`config.mk`:
```
export PLATFORM = sky130hd
export DESIGN_NAME = rkd_div
export DESIGN_NICKNAME = d
export VERILOG_FILES = /design/src/hdl/rkd_pkg.sv /design/src/hdl/rkd_div.sv
export SDC_FILE = /design/constraint.sdc
export NUM_CORES = 1
export LEC_CHECK = 0
export CORE_UTILIZATION = 64
export CTS_CLUSTER_SIZE = 16
export DETAILED_ROUTE_END_ITERATION = 8
export DONT_BUFFER_PORTS = 1
export PLACE_DENSITY = 0.8
export REMOVE_ABC_BUFFERS = 1
export SYNTH_ARGS = -nofsm -noshare
export SYNTH_HDL_FRONTEND = slang
export SYNTH_SLANG_ARGS = --single-unit
```
`constraint.sdc`:
```
create_clock -name i_clk -period 4 [get_ports i_clk]
set_clock_uncertainty 0.15 [all_clocks]
set_input_delay 0 -clock i_clk [delete_from_list [all_inputs] [get_ports i_clk]]
set_output_delay 0 -clock i_clk [all_outputs]
set_load 0.02 [all_outputs]
```
`src/hdl/rkd_pkg.sv`:
```
`timescale 1ns / 1ps
package rkd_pkg;

    localparam int TARGETS = 8;
    localparam int SLOT_AW = (TARGETS > 1) ? $clog2(TARGETS) : 1;

    // configuration register indexes
    localparam logic [2:0] CFG_PROCESS_NOISE     = 3'd0;
    localparam logic [2:0] CFG_MEASUREMENT_NOISE = 3'd1;
    localparam logic [2:0] CFG_TX_POWER          = 3'd2;
    localparam logic [2:0] CFG_PATH_LOSS_EXP     = 3'd3;
    localparam logic [2:0] CFG_RSSI_FLOOR        = 3'd4;

    // shared divider widths
    localparam int DIV_NW = 41;
    localparam int DIV_DW = 26;

    localparam logic [19:0] DIST_MAX = 20'hFFFFF;
    localparam logic [23:0] P_MAX    = 24'hFFFFFF;
    localparam logic [23:0] P_INIT   = 24'h010000;
    // 256 * log2(10) in q.16
    localparam logic [25:0] LOG2_TEN_X256 = 26'd55732736;

    typedef struct packed {
        logic [2:0]        slot;
        logic signed [7:0] rssi;
    } t_in;

    typedef struct packed {
        logic [2:0]         slot_out;
        logic signed [15:0] rssi_est;
        logic [19:0]        distance;
        logic               distance_saturated;
    } t_out;

    typedef struct packed {
        logic       start;
        logic [5:0] steps;
    } t_div_ctl;

    // 2^(2^-(b+1)) in q.24
    function automatic logic [24:0] pow2_frac(input logic [3:0] b);
        logic [24:0] v;
        unique case (b)
            4'd0:    v = 25'd23726566;
            4'd1:    v = 25'd19951585;
            4'd2:    v = 25'd18295684;
            4'd3:    v = 25'd17520007;
            4'd4:    v = 25'd17144589;
            4'd5:    v = 25'd16959908;
            4'd6:    v = 25'd16868315;
            4'd7:    v = 25'd16822704;
            4'd8:    v = 25'd16799944;
            4'd9:    v = 25'd16788576;
            4'd10:   v = 25'd16782895;
            4'd11:   v = 25'd16780055;
            4'd12:   v = 25'd16778636;
            4'd13:   v = 25'd16777926;
            4'd14:   v = 25'd16777571;
            default: v = 25'd16777393;
        endcase
        return v;
    endfunction

endpackage

```
`src/hdl/rkd_div.sv`:
```
`timescale 1ns / 1ps
// restoring divider, one quotient bit a cycle
module rkd_div import rkd_pkg::*; (
    input  logic              i_clk,
    input  logic              i_rst_n,
    input  t_div_ctl          i_ctl,
    input  logic [DIV_NW-1:0] i_num,
    input  logic [DIV_DW-1:0] i_rem0,
    input  logic [DIV_DW-1:0] i_dvs,
    output logic              o_done,
    output logic [DIV_NW-1:0] o_quo,
    output logic [DIV_DW-1:0] o_rem
);

    logic              r_busy;
    logic              r_done;
    logic [5:0]        r_cnt;
    logic [DIV_NW-1:0] r_q;
    logic [DIV_DW-1:0] r_rem;
    logic [DIV_DW-1:0] r_dvs;

    logic [DIV_DW:0]   w_trial;
    logic [DIV_DW:0]   w_diff;
    logic              w_ge;
    logic [DIV_DW-1:0] n_rem;

    always_comb begin
        w_trial = {r_rem, r_q[DIV_NW-1]};
        w_diff  = w_trial - {1'b0, r_dvs};
        w_ge    = (w_trial >= {1'b0, r_dvs});
        n_rem   = w_ge ? w_diff[DIV_DW-1:0] : w_trial[DIV_DW-1:0];
    end

    always_ff @(posedge i_clk) begin
        if (!i_rst_n) begin
            r_busy <= 1'b0;
            r_done <= 1'b0;
            r_cnt  <= '0;
        end else begin
            r_done <= 1'b0;
            if (i_ctl.start) begin
                r_busy <= 1'b1;
                r_cnt  <= i_ctl.steps;
            end else if (r_busy) begin
                r_cnt <= r_cnt - 6'd1;
                if (r_cnt == 6'd1) begin
                    r_busy <= 1'b0;
                    r_done <= 1'b1;
                end
            end
        end
    end

    always_ff @(posedge i_clk) begin
        if (i_ctl.start) begin
            r_q   <= i_num;
            r_rem <= i_rem0;
            r_dvs <= i_dvs;
        end else if (r_busy) begin
            r_q   <= {r_q[DIV_NW-2:0], w_ge};
            r_rem <= n_rem;
        end
    end

    assign o_done = r_done;
    assign o_quo  = r_q;
    assign o_rem  = r_rem;

endmodule

```
# Yosys cells after proc, flatten, opt, wreduce, memory -nomap -nowiden
# Cells that the tools add are included.
# totals
ff_bits	101
in_bits	102
out_inout_bits	68
wordCells	25
# classes
n_addsub	2
order_cmp	1
n_eq_ne	1
n_mux	11
n_bitwise	2
n_reduce_logical	2
# op_table
cell	count
41-bit two-way mux	2
26-bit two-way mux	3
27-bit by 26-bit greater-or-equal comparator with 1-bit output	1
26-bit subtractor	1
6-bit two-way mux	2
6-bit by 1-bit == test with 1-bit output (second input constant)	1
6-bit by 1-bit subtractor with 6-bit output (second input constant)	1
1-bit two-way mux	4
3-bit OR reduction	1
1-bit NOT	2
2-bit nonzero test	1

# Longest topological paths before layout
# Gate-level depths: netlist (run 1).
# logic_depth
ltp_word	4
mapped_depth	12
ltp_nobuf	12

# Worst setup path after synthesis (run 1)
# Ideal clock, no wire load.
# synth_path
kind	reg2reg
from	register r_q[40] (netlist: o_quo[40])
to	register r_rem[20] (netlist: o_rem[20]) (data pin)
setup_time_ps	261
t_arrival_ps	2719
required_time_ps	3589
setup_slack_ps	870
stages_incl_launch_ff	13
n_path_buf	0
period_less_slack_ps	3130
path_cell_list	edfxtp_1 -> inv_1 -> ha_1 -> inv_1 -> fa_1 -> a211oi_1 -> o21ai_0 -> and4bb_2 -> o221ai_1 -> o21ai_0 -> xnor2_1 -> nor3_1 -> a221o_1
# synth_between
elab_chain_cells	4
elab_cells_between_ends	5
cone_classes	1 x add/sub; 1 x order compare; 3 x mux
# synth_rtl
item	line	source
from (decl)	rkd_div.sv:18	logic [DIV_NW-1:0] r_q;
from (signal assigned)	rkd_div.sv:56	r_q <= i_num;
from (signal assigned)	rkd_div.sv:60	r_q <= {r_q[DIV_NW-2:0], w_ge};
26-bit subtractor / 27-bit by 26-bit greater-or-equal comparator with 1-bit output (equally long branches)	rkd_div.sv:29, rkd_div.sv:30	
26-bit two-way mux *	rkd_div.sv:31	n_rem = w_ge ? w_diff[DIV_DW-1:0] : w_trial[DIV_DW-1:0];
26-bit two-way mux *	rkd_div.sv:59	end else if (r_busy) begin
26-bit two-way mux *	rkd_div.sv:55	if (i_ctl.start) begin
to (signal assigned)	rkd_div.sv:57	r_rem <= i_rem0;
to (signal assigned)	rkd_div.sv:61	r_rem <= n_rem;
to (decl)	rkd_div.sv:19	logic [DIV_DW-1:0] r_rem;
# Mark *: on every way between the ends. The rest lies on a longest branch, timed or not. The select of a mux whose other input is x is not followed.
# A chain may end at the register's enable or synchronous reset.

# Worst setup path after layout (run 1)
# layout_path
from	register r_q[40] (netlist: o_quo[40])
to	register r_rem[18] (netlist: o_rem[18]) (data pin)
# Same word-level chain as after synthesis.

==> key figures, run 1 <==
Clock tree
  – CTS Buf Count: 9
  – # resized after CTS: 0
  – Clock Pin Slew Worst Setup and Hold Paths: 0.12 ns
  – Clk_lat worst skew: 0.38 ns
  – Clock sinks: 101
  – TritonCTS clock tree: yes
  – CTS root buf: clkbuf_8
  – Max clock buf depth: 2
  – H-tree Lvls: 3

Drt
  – First drt pass iteration count: 5
  – Initial DRC Count: 293
  – Antenna-violating nets left: 0
  – Metal3 WL: 1.43 mm
  – Via count: 4488
  – WL final: 14.8 mm
  – Highest metal used: met4
  – Avg WL per Cell: 21.0 um
  – DRT met1 WL: 5.73 mm
  – Metal2 WL: 7.34 mm
  – Vias per std cell: 6.35
  – DRC: 0

Floorplanning
  – Die height: 97.2 um
  – DIE AREA: 9450 um2
  – Initial core utilization: 66.2%
  – Die width: 97.2 um
  – Core outline area: 8760 um2
  – # IOs: 170
  – Rows: 34

Worst setup path
  – Crit-path slowest cell: edfxtp_1
  – CP top delay family: compound AO/OA/AOI/OAI gates
  – WP buf/inv: 2
  – Most frequent CP cell: inv_1
  – Startpoint types: flop
  – Critical Path Sink Type: flop
  – Slowest stage delay, CP: 0.54 ns
  – Crit Path Class: flop to flop
  – CP arrival: 3.59 ns
  – CP Data Required Time: 3.99 ns
  – Worst path cell trace: inv_1 > ha_1 > inv_1 > fa_1 > a211oi_1 > o21ai_0 > and4bb_2 > o221ai_1 > o31ai_1 > xnor2_1 > nor3_1 > a221o_1
  – Critical path peak fanout: 4

Power
  – Peak VDD IR: 284 uV
  – Pleak: 0.00279 uW
  – PD cells: 511 nW/um2

Logic synthesis
  – Yosys cell types: 58
  – Sequential-to-total area share from yosys stat: 50.9%
  – Synth area leader: edfxtp_1
  – Cells after synthesis: 501
  – EDFF count, synth: 93
  – Top-count cell post-synth: edfxtp_1
  – Yosys Warn Count: 0
  – Syn avg cell area: 11.6 um2
  – Seq cells post-synth: 101
  – Post-Syn Area: 5800 um2
  – Post-synth top area share: 48.1%
  – Top cells by area, synth: edfxtp_1 (48%), mux2_2 (8.0%), ha_1 (6.0%), nand2_1 (2.8%), dfxtp_1 (2.8%)
  – Ys async rst share: 0%
  – Commonest cells in the netlist: edfxtp_1 (93), nand2_1 (43), mux2_2 (41)
  – Most used DFF post-synth: edfxtp_1

Cells and area
  – Layout cells sized above 1: 11.9%
  – Final nets: 725
  – Multi-input gate area: 2620 um2
  – Register area: 2950 um2
  – Antenna diode count: 0
  – Fillers: 489
  – Area growth syn-to-layout: 22.7%
  – Finished layout cell area: 7120 um2

Place
  – Post-DP HPWL: 8.62 mm
  – Port bufs: 0
  – Placement Cell Area: 5850 um2
  – Gp weighted congestion: 0.976

Timing
  – Final Cycle Share: 90.0%
  – Worst-Margin Slew: 0.744 ns
  – Setup_tns: 0 ns
  – Hold Violations, Final: 0
  – Setup Viol. Count Final: 0
  – FMAX: 278 MHz
  – Worst slew margin: 50.4%
  – Max-slew violation count: 0
  – RSZ-0062 raised after global routing: false
  – Final worst path period need: 3.60 ns

Global route
  – First-pass GRT wire length: 23.3 mm
  – Gr usage total: 31.8%
  – Largest net degree at the start of global routing: 152
  – Initial antenna violation count: 0
  – GRT overflow: 0
  – Vias in the first global route: 4530

Outcome
  – Run status: complete, no violations

Min path
  – Hold WC Path Type: primary input to flop

Flow run
  – Max Cap Violations: 0
-- cell families after synthesis --
group / share of synthesized area [%]
flip-flops: 50.9
XOR/XNOR: 3.77
adder cells (fa/ha/maj): 6.38
AO/OA/AOI/OAI: 14.1
multiplexers: 8.82
buffers and inverters: 3.92
AND/OR/NAND/NOR: 12.1
-- metrics by stage --
stage	power, uW	setup WS (ns)	hold slack (ns)	util, %	instances
final	3640	0.399	0.0864	81.3	707
after global routing	3810	0.187	0.0753	81.3	707
after CTS	3590	0.457	0.0681	81.3	707
after detailed placement	2760	0.495	-0.0511	66.8	588
after global placement	2730	0.560	-0.0554	66.8	588
after floorplan	2510	0.527	-0.0730	-	477
-- worst paths after layout --
path,start,to,slack [ns],cells past startpoint
hold reg to reg,r_busy$_SDFF_PN0_,r_busy$_SDFF_PN0_,0.52,2
setup reg to reg,o_quo[40]$_DFFE_PP_,o_rem[18]$_DFFE_PP_,0.40,12
hold / removal,i_dvs[1],r_dvs[1]$_DFFE_PP_,0.09,1
setup / recovery,o_quo[40]$_DFFE_PP_,o_rem[18]$_DFFE_PP_,0.40,12
-- per-layer routing --
layer,vias to the layer above,track usage [%]
met1,2121,38.7
li1,2076,-
met4,0,10.4
met5,-,0
met2,264,54.7
met3,27,8.78
-- what timing repair did --
| item | CTS | global route |
|---|---|---|
| setup buffers | 0 | 0 |
| hold buffers | 103 | 0 |
| endpoints found under the hold margin | 137 | 0 |
-- flip-flops by register name, indices dropped and copies added (netlist names) --
| register | count |
|---|---|
| o_done | 1 |
| o_quo | 41 |
| o_rem | 26 |
| r_busy | 1 |
| r_cnt | 6 |
| r_dvs | 26 |
-- area by class of cell --
class | instances | area share (%)
clock inverters | 7 | 1.37
well taps | 108 | 1.90
repair buffers | 106 | 15.0
multi-input cells | 344 | 36.8
clock buffers | 9 | 1.74
inverters | 32 | 1.69
flip-flops and latches | 101 | 41.4
-- power by group --
group | switching, uW | leakage [uW] | internal (uW)
registers | 287 | 0.000998 | 1360
logic | 691 | 0.00168 | 567
clock network | 428 | 0.000113 | 313
-- cell usage in the layout (no fill, tap or decap), types with 4 or more instances in the layout --
| cell | Yosys | layout |
|---|---|---|
| nor3_1 | 10 | 10 |
| dlygate4sd3_1 | 0 | 102 |
| nor2_1 | 19 | 19 |
| and2_1 | 5 | 5 |
| xnor2_1 | 15 | 15 |
| a31oi_1 | 5 | 5 |
| clkbuf_8 | 0 | 9 |
| ha_1 | 28 | 28 |
| edfxtp_1 | 93 | 93 |
| nor2b_1 | 12 | 12 |
| mux2i_1 | 5 | 5 |
| xor2_1 | 10 | 10 |
| a21o_1 | 16 | 16 |
| o211ai_1 | 5 | 5 |
| inv_1 | 32 | 32 |
| a221o_1 | 8 | 8 |
| nand4_1 | 4 | 4 |
| o21ai_0 | 21 | 21 |
| and3_1 | 6 | 6 |
| a21oi_1 | 18 | 18 |
| dfxtp_1 | 8 | 8 |
| nand2_1 | 43 | 43 |
| nand3b_1 | 11 | 11 |
| o311ai_1 | 11 | 11 |
| o21bai_1 | 4 | 4 |
| mux2_2 | 41 | 41 |
Power figures use the tool's default switching activity.
==> run 2, diff against run 1 <==
Settings changed: ABC_AREA set to 1, CORE_MARGIN set to 4, CORE_UTILIZATION 64 to 50, PLACE_DENSITY 0.8 to not set.
==> key figures, run 2 <==
Outcome
  – Run status: complete, no violations

Power
  – Peak VDD IR: 306 uV (+7.9%)
  – PD cells: 501 nW/um2 (-2.1%)
  – Pleak: 0.00392 uW (+41%)

Logic synthesis
  – Post-synth top area share: 42.6% (-5.5 points)
  – Post-Syn Area: 6550 um2 (+13%)
  – Yosys cell types: 39 (-33%)
  – Top cells by area, synth: edfxtp_1 (43%), nand2_1 (23%), inv_1 (7.0%), ha_1 (5.3%), nand3_1 (3.4%)
  – Cells after synthesis: 863 (+72%)
  – EDFF count, synth: 93 (unchanged)
  – Syn avg cell area: 7.59 um2 (-34%)
  – Seq cells post-synth: 101 (unchanged)
  – Commonest cells in the netlist: nand2_1 (402), inv_1 (122), edfxtp_1 (93)
  – Top-count cell post-synth: nand2_1
  – Yosys Warn Count: 0 (unchanged)
  – Synth area leader: edfxtp_1
  – Most used DFF post-synth: edfxtp_1
  – Sequential-to-total area share from yosys stat: 45.1% (-5.8 points)
  – Ys async rst share: 0% (unchanged)

Floorplanning
  – DIE AREA: 15000 um2 (+59%)
  – Rows: 41 (+21%)
  – Core outline area: 12700 um2 (+45%)
  – Die height: 122 um (+26%)
  – Initial core utilization: 51.5% (-15 points)
  – # IOs: 170 (unchanged)
  – Die width: 122 um (+26%)

Global route
  – First-pass GRT wire length: 28.1 mm (+20%)
  – GRT overflow: 0 (unchanged)
  – Largest net degree at the start of global routing: 100 (-34%)
  – Initial antenna violation count: 0 (unchanged)
  – Vias in the first global route: 5669 (+25%)
  – Gr usage total: 24.1% (-7.7 points)

Clock tree
  – Clk_lat worst skew: 0.36 ns (-0.02 ns)
  – CTS root buf: clkbuf_16
  – # resized after CTS: 0 (unchanged)
  – H-tree Lvls: 3 (unchanged)
  – CTS Buf Count: 9 (unchanged)
  – Max clock buf depth: 2 (unchanged)
  – TritonCTS clock tree: yes
  – Clock sinks: 101 (unchanged)
  – Clock Pin Slew Worst Setup and Hold Paths: 0.07 ns (-0.05 ns)
  – Setup Fix Bufs, Post-CTS: 0 (unchanged)

Place
  – Port bufs: 0 (unchanged)
  – Post-DP HPWL: 12.5 mm (+45%)
  – Pre-CTS setup slack: 1.08 ns (+0.583 ns)
  – Gp weighted congestion: 0.888 (-9.0%)

Worst setup path
  – Critical path peak fanout: 99 (+95)
  – RR Startpoint: o_rem[23]$_DFFE_PP_
  – CP arrival: 3.14 ns (-0.45 ns)
  – WP buf/inv: 6 (+4)
  – Slowest stage delay, CP: 0.63 ns (+0.09 ns)
  – Startpoint types: primary input
  – FF-to-FF setup slack: 1.14 ns (+0.74 ns)
  – CP Data Required Time: 4.11 ns (+0.12 ns)
  – Most frequent CP cell: dlygate4sd3_1
  – Worst path cell trace: dlygate4sd3_1 > buf_16 > nor2_1 > inv_2 > buf_4 > o21ai_0 > nand2_1 > dlygate4sd3_1 > inv_1
  – R2R Path End: o_rem[20]$_DFFE_PP_
  – CP top delay family: buffers and inverters
  – Critical Path Sink Type: flop
  – Crit-path slowest cell: dlygate4sd3_1
  – R2r worst-path depth: 11 (-1)
  – Crit Path Class: primary input to flop

Timing
  – Max-slew violation count: 0 (unchanged)
  – FMAX: 330 MHz (+19%)
  – Setup_tns: 0 ns (unchanged)
  – RSZ-0062 raised after global routing: false
  – Worst-Margin Slew: 0.696 ns (-0.0482 ns)
  – Setup Viol. Count Final: 0 (unchanged)
  – Final worst path period need: 3.03 ns (-0.576 ns)
  – Final Cycle Share: 75.6% (-14 points)
  – Hold Violations, Final: 0 (unchanged)
  – Post-layout worst setup margin: 0.974 ns (+0.576 ns)
  – Worst slew margin: 53.5% (+3.1 points)

Min path
  – Worst Hold End: o_quo[11]$_DFFE_PP_
  – Hold WC Path Type: primary input to flop
  – WHS Path Cells: 3 (+2)
  – Hold Startpoint: i_ctl[6]

Cells and area
  – Fillers: 1144 (+130%)
  – Antenna diode count: 0 (unchanged)
  – Area growth syn-to-layout: 21.9%
  – Most frequent cells in the layout: nand2_1 (402), inv_1 (121), dlygate4sd3_1 (101), edfxtp_1 (93), nand3_1 (44)
  – Multi-input gate area: 2970 um2 (+13%)
  – Register area: 2950 um2 (unchanged)
  – Commonest non-fill, non-tap cell in the layout: nand2_1
  – Max reg flops: 41 (unchanged)
  – Final nets: 1091 (+50%)
  – Layout cells sized above 1: 5.08% (-6.8 points)

Drt
  – DRT met1 WL: 7.58 mm (+32%)
  – Avg WL per Cell: 15.7 um (-25%)
  – Highest metal used: met4
  – Metal2 WL: 8.61 mm (+17%)
  – DRC: 0 (unchanged)
  – Initial DRC Count: 309 (+5.5%)
  – Via count: 5735 (+28%)
  – Antenna-violating nets left: 0 (unchanged)
  – First drt pass iteration count: 4 (-1)
  – Metal3 WL: 1.27 mm (-11%)
  – WL final: 17.8 mm (+20%)
  – Vias per std cell: 5.04 (-21%)

Flow run
  – Max Cap Violations: 0 (unchanged)
==> run 2: cell count changes after synthesis, sizes merged, moves of 8 or more <==
cell / delta
inv: +94
a221o: -8
nand3: +45
nand2: +369
a21o: -16
nor2: +26
nand3b: +11
o311ai: -12
mux2: -41
nor2b: -12
o21ai: -14
xor2: -10
==> run 2: worst max-delay path by stage <==
stage,start,endpoint,slack (ns),cells past startpoint
6_report,i_ctl[6],r_cnt[0]$_SDFFE_PN0P_,0.97,9
5_1_grt,i_ctl[6],r_cnt[0]$_SDFFE_PN0P_,0.76,9
4_1_cts,i_ctl[6],r_cnt[0]$_SDFFE_PN0P_,1.00,9
3_5_place_dp,o_rem[23]$_DFFE_PP_,o_rem[20]$_DFFE_PP_,1.08,11
3_3_place_gp,o_rem[23]$_DFFE_PP_,o_rem[20]$_DFFE_PP_,1.13,11
2_1_floorplan,o_rem[21]$_DFFE_PP_,o_rem[17]$_DFFE_PP_,1.59,13
==> run 2: logic make-up after synthesis <==
| group | Yosys count | synth area share [%] |
|---|---|---|
| buf+inv | 147 | 9.59 |
| fa+ha+maj | 29 | 5.65 |
| simple gates | 545 | 35.6 |
| compound gates | 30 | 2.64 |
| flops | 101 | 45.1 |
| xor+xnor | 11 | 1.47 |
==> run 2: routing by layer <==
metal | vias to the layer above | GRT usage (%)
met1 | 2619 | 29.7
met3 | 25 | 6.04
li1 | 2905 | -
met2 | 186 | 40.8
met5 | - | 0
met4 | 0 | 8.89
==> run 2: worst reg2reg max path: cells and delay by family (launching register included) <==
kind | cells | cell delay, ns
compound gates | 2 | 0.36
flops | 1 | 0.51
simple gates | 8 | 1.14
fa+ha+maj | 1 | 0.45
==> run 2: repair_timing <==
item | 4_1_cts | 5_1_grt
hold buffers | 102 | 0
endpoints found under the setup margin | 0 | 0
hold endpoints to repair | 127 | 0
==> run 2: metrics by stage <==
| stage | total power, uW | instances | cell area [um2] | utilization (%) | hold WS, ns |
|---|---|---|---|---|---|
| global route | 4270 | 1137 | 7990 | 62.8 | 0.107 |
| finish | 4000 | 1137 | 7990 | 62.8 | 0.0804 |
| global placement | 2980 | 1019 | 6640 | 52.2 | -0.0511 |
| detailed placement | 3000 | 1019 | 6640 | 52.2 | -0.0511 |
| CTS | 4020 | 1137 | 7990 | 62.8 | 0.0719 |
| floorplan | 2650 | 844 | 6400 | - | -0.0524 |
==> run 2: where the power goes <==
group          internal, uW  switching, uW
combinational           550            924
clock                   510            404
sequential             1350            264
==> run 2: final cells by class <==
cell class              count  area share [%]
well taps                 172            2.69
flip-flops and latches    101            37.0
inverters                 128            6.02
clock buffers              11            3.04
repair buffers            105            13.3
multi-input cells         615            37.2
clock inverters             5           0.830
